==> src/float_to_int_saturating_truncate_defines.svh <==
// Assertion macros used by the top-level RTL file.
`ifndef FLOAT_TO_INT_SATURATING_TRUNCATE_DEFINES_SVH
`define FLOAT_TO_INT_SATURATING_TRUNCATE_DEFINES_SVH

// Check that a property holds on every clock while out of reset.
`define F2I_ASSERT(lbl, prop) \
  lbl: assert property (@(posedge clk_i) disable iff (!rst_ni) (prop)) \
    else $error("f2i check failed");

// Check that a condition implies another in the next cycle.
`define F2I_ASSERT_NEXT(lbl, ante, cons) \
  lbl: assert property (@(posedge clk_i) disable iff (!rst_ni) (ante) |=> (cons)) \
    else $error("f2i check failed");

`endif

==> src/f2i_pkg.sv <==
`default_nettype none
package f2i_pkg;

  typedef enum logic [1:0] {
    SIZE_8  = 2'd0,
    SIZE_16 = 2'd1,
    SIZE_32 = 2'd2,
    SIZE_64 = 2'd3
  } size_e;

  typedef enum logic [1:0] {
    CLS_ZERO = 2'd0,
    CLS_SAT  = 2'd1,
    CLS_NUM  = 2'd2
  } cls_e;

  // unpacked operand after stage one
  typedef struct packed {
    logic        neg;
    cls_e        cls;
    logic [52:0] mant;
    logic [5:0]  sh_left;
    logic [5:0]  sh_right;
    logic        left;
    size_e       size;
  } unp_t;

  function automatic logic [63:0] sat_val(input size_e sz, input logic neg);
    logic [63:0] r;
    begin
      case (sz)
        SIZE_8:  r = neg ? {{57{1'b1}}, 7'd0}  : {57'd0, {7{1'b1}}};
        SIZE_16: r = neg ? {{49{1'b1}}, 15'd0} : {49'd0, {15{1'b1}}};
        SIZE_32: r = neg ? {{33{1'b1}}, 31'd0} : {33'd0, {31{1'b1}}};
        default: r = neg ? {1'b1, 63'd0}       : {1'b0, {63{1'b1}}};
      endcase
      return r;
    end
  endfunction

endpackage
`default_nettype wire

==> src/f2i_unpack.sv <==
`default_nettype none
module f2i_unpack (
  input  wire logic [63:0]  bits_i,
  input  wire logic         single_i,
  input  wire logic [1:0]   size_i,
  output f2i_pkg::unp_t     unp_o
);
  logic [10:0] expo;
  logic [51:0] frac;
  logic        all_ones;
  logic [11:0] e;
  logic [6:0]  nm1;
  logic [5:0]  fb;

  always_comb begin
    unp_o = '0;
    unp_o.size = f2i_pkg::size_e'(size_i);
    if (single_i) begin
      unp_o.neg = bits_i[31];
      expo      = {3'd0, bits_i[30:23]};
      frac      = {29'd0, bits_i[22:0]};
      all_ones  = &bits_i[30:23];
      e         = {4'd0, bits_i[30:23]} - 12'd127;
      fb        = 6'd23;
    end else begin
      unp_o.neg = bits_i[63];
      expo      = bits_i[62:52];
      frac      = bits_i[51:0];
      all_ones  = &bits_i[62:52];
      e         = {1'b0, bits_i[62:52]} - 12'd1023;
      fb        = 6'd52;
    end
    nm1 = 7'((8 << size_i) - 1);
    unp_o.mant = single_i ? {29'd0, 1'b1, bits_i[22:0]} : {1'b1, frac};
    if (all_ones) begin
      unp_o.cls = (frac != '0) ? f2i_pkg::CLS_ZERO : f2i_pkg::CLS_SAT;
    end else if (expo == '0 || e[11]) begin
      unp_o.cls = f2i_pkg::CLS_ZERO;
    end else if (e >= {5'd0, nm1}) begin
      unp_o.cls = f2i_pkg::CLS_SAT;
    end else begin
      unp_o.cls = f2i_pkg::CLS_NUM;
    end
    unp_o.left     = e[5:0] >= fb;
    unp_o.sh_left  = e[5:0] - fb;
    unp_o.sh_right = fb - e[5:0];
  end
endmodule
`default_nettype wire

==> src/f2i_shift.sv <==
`default_nettype none
module f2i_shift (
  input  wire f2i_pkg::unp_t  unp_i,
  output logic [63:0]         mag_o
);
  logic [63:0] m;
  always_comb begin
    m = {11'd0, unp_i.mant};
    mag_o = unp_i.left ? (m << unp_i.sh_left) : (m >> unp_i.sh_right);
  end
endmodule
`default_nettype wire

==> src/float_to_int_saturating_truncate.sv <==
// Float to signed integer converter, truncating toward zero with saturation.
// Input beat: s_axis_tdata carries float_bits (binary32 in the low 32 bits),
// s_axis_tuser carries source_single and dest_size. Output beat:
// m_axis_tdata carries the result sign-extended to 64 bits.
// NaN gives zero; overflow and infinities clamp to the destination limits.
// Throughput: one beat per cycle unless the receiver stalls, set by the
// three-stage pipe (unpack, shift, negate/select), each stage one register.
// The pipe advances whenever the output register is empty or taken; when
// the receiver stalls every stage holds and s_axis_tready stays low while
// the output beat waits.
// Reset clears all valid bits; no results are pending after reset.
`default_nettype none
`include "float_to_int_saturating_truncate_defines.svh"
module float_to_int_saturating_truncate (
  input  wire logic        clk_i,
  input  wire logic        rst_ni,
  input  wire logic        s_axis_tvalid,
  output logic             s_axis_tready,
  input  wire logic [63:0] s_axis_tdata,   // float_bits
  input  wire logic [2:0]  s_axis_tuser,   // source_single, dest_size[1:0]
  output logic             m_axis_tvalid,
  input  wire logic        m_axis_tready,
  output logic [63:0]      m_axis_tdata    // int_value
);
  logic          adv;
  logic          v1_q, v2_q, v3_q;
  f2i_pkg::unp_t u_d, u1_q;
  logic [63:0]   mag_d, mag_q, res_d, res_q;
  f2i_pkg::cls_e cls2_q;
  logic          neg2_q;
  f2i_pkg::size_e size2_q;

  assign adv = !v3_q || m_axis_tready;
  assign s_axis_tready = adv;

  f2i_unpack u_unpack (
    .bits_i  (s_axis_tdata),
    .single_i(s_axis_tuser[0]),
    .size_i  (s_axis_tuser[2:1]),
    .unp_o   (u_d)
  );

  f2i_shift u_shift (
    .unp_i(u1_q),
    .mag_o(mag_d)
  );

  always_comb begin
    case (cls2_q)
      f2i_pkg::CLS_SAT: res_d = f2i_pkg::sat_val(size2_q, neg2_q);
      f2i_pkg::CLS_NUM: res_d = neg2_q ? (64'd0 - mag_q) : mag_q;
      default:          res_d = '0;
    endcase
  end

  always_ff @(posedge clk_i or negedge rst_ni) begin
    if (!rst_ni) begin
      v1_q <= 1'b0;
      v2_q <= 1'b0;
      v3_q <= 1'b0;
    end else if (adv) begin
      v1_q <= s_axis_tvalid;
      v2_q <= v1_q;
      v3_q <= v2_q;
    end
  end

  always_ff @(posedge clk_i) begin
    if (adv) begin
      u1_q    <= u_d;
      mag_q   <= mag_d;
      cls2_q  <= u1_q.cls;
      neg2_q  <= u1_q.neg;
      size2_q <= u1_q.size;
      res_q   <= res_d;
    end
  end

  assign m_axis_tvalid = v3_q;
  assign m_axis_tdata  = res_q;

  `F2I_ASSERT_NEXT(a_hold, m_axis_tvalid && !m_axis_tready, m_axis_tvalid && $stable(m_axis_tdata))
  `F2I_ASSERT(a_ready, s_axis_tready == (!v3_q || m_axis_tready))
  `F2I_ASSERT_NEXT(a_flow, adv && v2_q, v3_q)
endmodule
`default_nettype wire
==> config.mk <==
export PLATFORM = sky130hd
export DESIGN_NAME = float_to_int_saturating_truncate
export DESIGN_NICKNAME = d
export VERILOG_FILES = /design/src/f2i_pkg.sv /design/src/f2i_unpack.sv /design/src/f2i_shift.sv /design/src/float_to_int_saturating_truncate.sv
export VERILOG_INCLUDE_DIRS = /design/src /design/src/src
export SDC_FILE = /design/constraint.sdc
export NUM_CORES = 1
export LEC_CHECK = 0
export BUFFER_PORTS_ARGS = -buffer_cell sky130_fd_sc_hd__buf_2
export CORE_MARGIN = 2
export CORE_UTILIZATION = 55
export DETAILED_ROUTE_END_ITERATION = 10
export PLACE_DENSITY = 0.7
export SLEW_MARGIN = 15
export SYNTH_ARGS = -nofsm -noshare
export SYNTH_HDL_FRONTEND = slang
export SYNTH_SLANG_ARGS = --single-unit
==> constraint.sdc <==
create_clock -name clk_i -period 10.5 [get_ports clk_i]
set_input_delay 1.05 -clock clk_i [delete_from_list [all_inputs] [get_ports clk_i]]
set_output_delay 1.05 -clock clk_i [all_outputs]
set_load 0.03 [all_outputs]
# After elaboration in Yosys (flattened, before gate mapping)
# Cells that the tools add are included.
[word_totals]
reg_bits = 207
in_bits = 71
output_inout_bits = 66
wordCells = 58
[classes]
addsub = 6
n_lt_le_gt_ge = 2
n_eq_ne = 4
shift = 3
mux = 19
n_reduce_logical = 8
[ops]
columns = ["op", "count"]
rows = [
  ["64-bit 2-to-1 mux", 6],
  ["64-bit one-hot mux with 3 select lines", 1],
  ["64-bit one-hot mux with 2 select lines", 1],
  ["53-bit by 6-bit << shifter with 64-bit output", 1],
  ["53-bit by 6-bit right shift with 64-bit output", 1],
  ["1-bit by 64-bit subtractor with 64-bit output (first input constant)", 1],
  ["53-bit 2-to-1 mux", 1],
  ["52-bit 2-to-1 mux", 1],
  ["52-bit nonzero test", 1],
  ["12-bit by 7-bit >= comparator with 1-bit output", 1],
  ["12-bit 2-to-1 mux", 1],
  ["11-bit by 10-bit subtractor with 12-bit output (second input constant)", 1],
  ["6-bit subtractor", 2],
  ["11-bit zero test", 1],
  ["11-bit 2-to-1 mux", 1],
  ["11-bit AND reduction", 1],
  ["8-bit by 7-bit subtractor with 9-bit output (second input constant)", 1],
  ["8-bit AND reduction", 1],
  ["4-bit by 2-bit << shifter with 7-bit output (first input constant)", 1],
  ["7-bit by 2-bit subtractor with 7-bit output (second input constant)", 1],
  ["6-bit >= comparator", 1],
  ["2-bit 2-to-1 mux", 3],
  ["6-bit 2-to-1 mux", 1],
  ["2-bit by 1-bit equality test with 1-bit output (second input constant)", 2],
  ["other kinds (5)", 9],
]

# Longest topological paths before layout
[depth]
depth_word = 6
depth_mapped = 12
ltp_nobuf = 12

# By module
# A second synthesis with hierarchy kept.
[unflattened]
cells_unflattened = 1588
hier_area_um2 = 17182.7
[modules_own_cells]
columns = ["module", "instances", "cells_each", "area_each_um2", "seq_area_each_um2"]
rows = [
  ["float_to_int_saturating_truncate", 1, 554, 8471.9, 6200.9],
  ["f2i_shift", 1, 842, 7347.0, 0.0],
  ["f2i_unpack", 1, 192, 1363.8, 0.0],
]

# Worst setup path before layout
# No wires, ideal clock.
[synth_path]
path_kind = "input-to-output"
startpoint = "input m_axis_tready"
endpoint = "output s_axis_tready"
t_arrival_ns = 6.193
required_ns = 9.450
setup_slack_ns = 3.257
path_stages = 1
path_buffers = 0
cell_sequence = "nand2b_1"
[synth_between]
elab_chain_cells = 1
[synth_rtl]
columns = ["element", "line", "source"]
rows = [
  ["from (decl)", "float_to_int_saturating_truncate.sv:22", "input wire logic m_axis_tready,"],
  ["1-bit logical OR", "float_to_int_saturating_truncate.sv:33", "assign adv = !v3_q || m_axis_tready;"],
  ["to (decl)", "float_to_int_saturating_truncate.sv:18", "output logic s_axis_tready,"],
]
# Every way passes these cells.

# Worst setup path in the final report
[layout_path]
startpoint = "register u1_q[9] (netlist name)"
endpoint = "register mag_q[39], data pin"
[layout_between]
elab_chain_cells = 2
[layout_rtl]
columns = ["element", "line", "source"]
rows = [
  ["from (decl)", "float_to_int_saturating_truncate.sv:27", "f2i_pkg::unp_t u_d, u1_q;"],
  ["from (signal assigned)", "float_to_int_saturating_truncate.sv:70", "u1_q <= u_d;"],
  ["53-bit by 6-bit << shifter with 64-bit output", "f2i_shift.sv:9", "mag_o = unp_i.left ? (m << unp_i.sh_left) : (m >> unp_i.sh_right);"],
  ["64-bit 2-to-1 mux", "f2i_shift.sv:9", ""],
  ["via mag_d[39]", "float_to_int_saturating_truncate.sv:28", "logic [63:0] mag_d, mag_q, res_d, res_q;"],
  ["to (signal assigned)", "float_to_int_saturating_truncate.sv:71", "mag_q <= mag_d;"],
  ["to (decl)", "float_to_int_saturating_truncate.sv:28", ""],
]
# The timed path passes the listed nets, and every way through them passes these cells.
# A chain may end at the register's enable or synchronous reset.

==> summary.md <==
| Metric | Value |
|---|---|
| Reg power frac | `0.320` |
| Port buffer count | `around 140` |
| Hold crit path type | `in -> async` |
| Sw Pwr | `between 2 and 2.5 mW` |
| Fin. Hold Viols | `0` |
| TritonRoute pass-1 iters | `6` |
| Met3 GRT Util | `0.0825` |
| Synth top area share | `0.364` |
| Die Span X | `between 150 and 200 um` |
| Clock tree sinks | `206` |
| CORE AREA | `29800 sq um` |
| Final setup TNS | `0 ns` |
| Vias in the first global route | `approximately 14000` |
| DRC | `0` |
| CP Max Fanout | `75` |
| Hold slack | `0.290 ns` |
| Grt ovf | `0` |
| Hold-fix buffers, CTS | `0` |
| # Post-CTS Setup Buffers | `0` |
| Slew Limit Fails | `0` |
| GP Congestion | `about 1.1` |
| CP max stage delay | `0.85 ns` |
| Slowest CP cell | `buf_4` |
| Synth Register Bits | `206` |
| Sequential area share after synthesis | `0.369` |
| R2R cell count | `7` |
| Placed Instances | `2110` |
| Met1 Track Usage GR | `0.526` |
| Clock network fraction of total power | `0.162` |
| Latest clock arrival within the worst-skew pair | `0.55 ns` |
| Die height | `178 um` |
| Avg WL per Cell | `approximately 29 um` |
| Commonest non-fill, non-tap cell in the layout | `edfxtp_1` |
| Largest area contributor in the netlist | `edfxtp_1` |
| Primary FF master, synth | `edfxtp_1` |
| Resize count post-CTS | `0` |
| Finished Layout Cells | `approximately 2100` |
| Largest net degree at the start of global routing | `76` |
| Initial drt markers | `2096` |
| # IOs | `137` |
| DP HPWL | `45900 um` |
| Crit path launch type | `flop` |
| Antenna-violating nets left | `0` |
| Gate Count Post-Synth | `1691` |
| Fin crit share | `0.394` |
| Crit end category | `flop` |
| Synth unique cells | `75` |
| Synthesized cell area | `16700 sq um` |
| Power Dens Cells | `258 nW/um^2` |
| Max_cap viols | `0` |
| Drt via density | `7.20` |
| H-tree Lvls | `1` |
| Internal Power | `around 2.5 mW` |
| Worst r2r dst | `mag_q[39]$_DFFE_PP_` |
| Minimum clock period | `just over 4 ns` |
| Root Driver | `clkbuf_16` |
| CTS tree | `yes` |
| Slew Limit Headroom | `0.273` |
| Final count of negative-setup-slack endpoints | `0` |
| Num rows | `between 60 and 70` |
| Skew final | `0.0295 ns` |
| Die area | `31800 sq um` |
| Static leakage | `6.94 nW` |
| Vias | `15500` |
| CP dominant cell by count | `buf_4` |
| Avg Cell Area, Syn | `just under 10 sq um` |
| Measured slew at the worst slew-check pin | `1.09 ns` |
| Initial Util | `0.562` |
| Ys Warns | `0` |
| Commonest non-fill, non-tap cells in the layout | `edfxtp_1 (203), nand2_1 (180), buf_2 (136), nor2_1 (131), o21ai_0 (118)` |
| Total Routing Usage GR | `0.388` |
| Post-layout nets | `roughly 1800` |
| Switch share | `0.470` |
| Total Wirelength | `61700 um` |
| Peak supply drop | `approximately 0.16 mV` |
| First-pass GRT wire length | `91300 um` |
| Setup repair after global routing missed its margin | `false` |
| Met2 Usage GRT | `0.589` |
| Status | `completed` |
| Area Growth Syn to Fin | `9.19%` |
| Fmax | `0.242 GHz` |
| Worst reg2reg path startpoint | `u1_q[9]$_DFFE_PP_` |
| EDFF count, synth | `203` |
| Pwr Total | `4.71 mW` |
| Critical-path cell list | `buf_4 -> buf_4 -> mux4_2 -> mux2i_1 -> nor2_1 -> a2111oi_0 -> o21ai_0` |
| Most Crowded Layer GR | `met2` |
| Worst path arrival time | `4.35 ns` |
| Comb pwr share | `0.517` |
| Share of cells above drive strength 1 | `0.209` |
| Clk buf depth | `3` |
| Flop2flop setup slack | `between 6 and 7 ns` |
| CP top delay family | `buffers and inverters` |
| Core Util, Final | `0.614` |
| CTS Buf Count | `23` |
| Crit path buf inv count | `2` |
| CP Data Required Time | `10.72 ns` |
| Antenna Cells | `0` |
| Synth top area cells | `edfxtp_1 (36%), mux4_2 (8.7%), mux2i_1 (6.0%)` |
| Net Count, Synth | `1776` |
| Initial antenna violation count | `0` |
| Synth async-reset ratio | `0.0146` |
| Clock Pin Slew Worst Setup and Hold Paths | `0.06 ns` |
| CP Class | `reg -> reg` |
## metrics by stage
step                setup WS (ns)  cell area, sq um
floorplan                    3.26             16700
global placement             6.50             17600
detailed placement           6.36             17600
CTS                          6.51             18300
global route                 6.20             18300
finish                       6.36             18300
## synthesized netlist by cell type, drive strengths merged (4+ instances only)
cell    instances
a31oi          12
xor2           62
nand2         180
edfxtp        203
o32ai           7
xnor2          14
or2             9
inv            19
or4            18
o211ai         25
a211oi         11
nor3           19
nand3          27
a22oi          28
and2           11
ha             13
a211o          10
o22a           12
a221o           4
nand4           7
and3           13
o21a            5
mux2i         101
nor4           14
buf            42
nand2b         17
mux2           77
nor2          131
a32oi           4
o31ai          24
a21oi          61
o21ai         126
o221a           4
o22ai          57
o41ai          17
or3            21
a222oi          5
a21o            4
o221ai         28
mux4           65
clkbuf         93
a221oi         11
nor2b          38
## worst register-to-register path, stage by stage, from the launching register on
cell	delay, ns
edfxtp_1	0.36
buf_4	0.37
buf_4	0.87
mux4_2	0.65
mux2i_1	0.53
nor2_1	0.08
a2111oi_0	0.67
o21ai_0	0.29
## worst max path at each step
stage,startpoint,endpoint,depth (start not counted)
global route,u1_q[9]$_DFFE_PP_,mag_q[44]$_DFFE_PP_,8
detailed placement,s_axis_tuser[0],u1_q[68]$_DFFE_PP_,11
global placement,s_axis_tuser[0],u1_q[68]$_DFFE_PP_,11
finish,u1_q[9]$_DFFE_PP_,mag_q[39]$_DFFE_PP_,7
floorplan,m_axis_tready,s_axis_tready,1
CTS,u1_q[9]$_DFFE_PP_,mag_q[44]$_DFFE_PP_,8
## kinds of logic after synthesis
family / after synthesis / share of synthesized area
AOI/OAI and AO/OA: 483 / 0.199
other: 1 / 0.000224
muxes: 243 / 0.200
xor gates and xnor gates: 76 / 0.0398
adders and majority gates: 14 / 0.0109
buffers and inverters: 157 / 0.0374
DFF: 206 / 0.369
and+or+nand+nor: 511 / 0.145
## state kept, by name, indices dropped and copies added (netlist names)
name           count
cls2_q             2
m_axis_tdata      64
m_axis_tvalid      1
mag_q             64
neg2_q             1
size2_q            2
u1_q              70
v1_q               1
v2_q               1
## final cells by class
type                            instances  area, sq um
Clock buffer                           28          594
Clock inverter                         11          101
Fill cell                            2507        11500
Inverter                               22         82.6
Multi-Input combinational cell       1328         9950
Sequential cell                       206         6170
Tap cell                              390          488
Timing Repair Buffer                  164          891
## power by group through the flow
stage	logic, mW	registers (mW)	clock network (mW)
after floorplan	1.47	1.61	0
after global placement	2.32	1.49	0
after detailed placement	2.34	1.50	0
after CTS	2.35	1.49	0.774
after global routing	2.57	1.53	0.799
final	2.44	1.51	0.764
## layer usage
metal / wire length [um] / share of wire
met1: 24000 / 0.39
met2: 26900 / 0.44
met3: 6920 / 0.11
met4: 3900 / 0.063
met5: 0 / 0
Power figures use the tool's default switching activity.
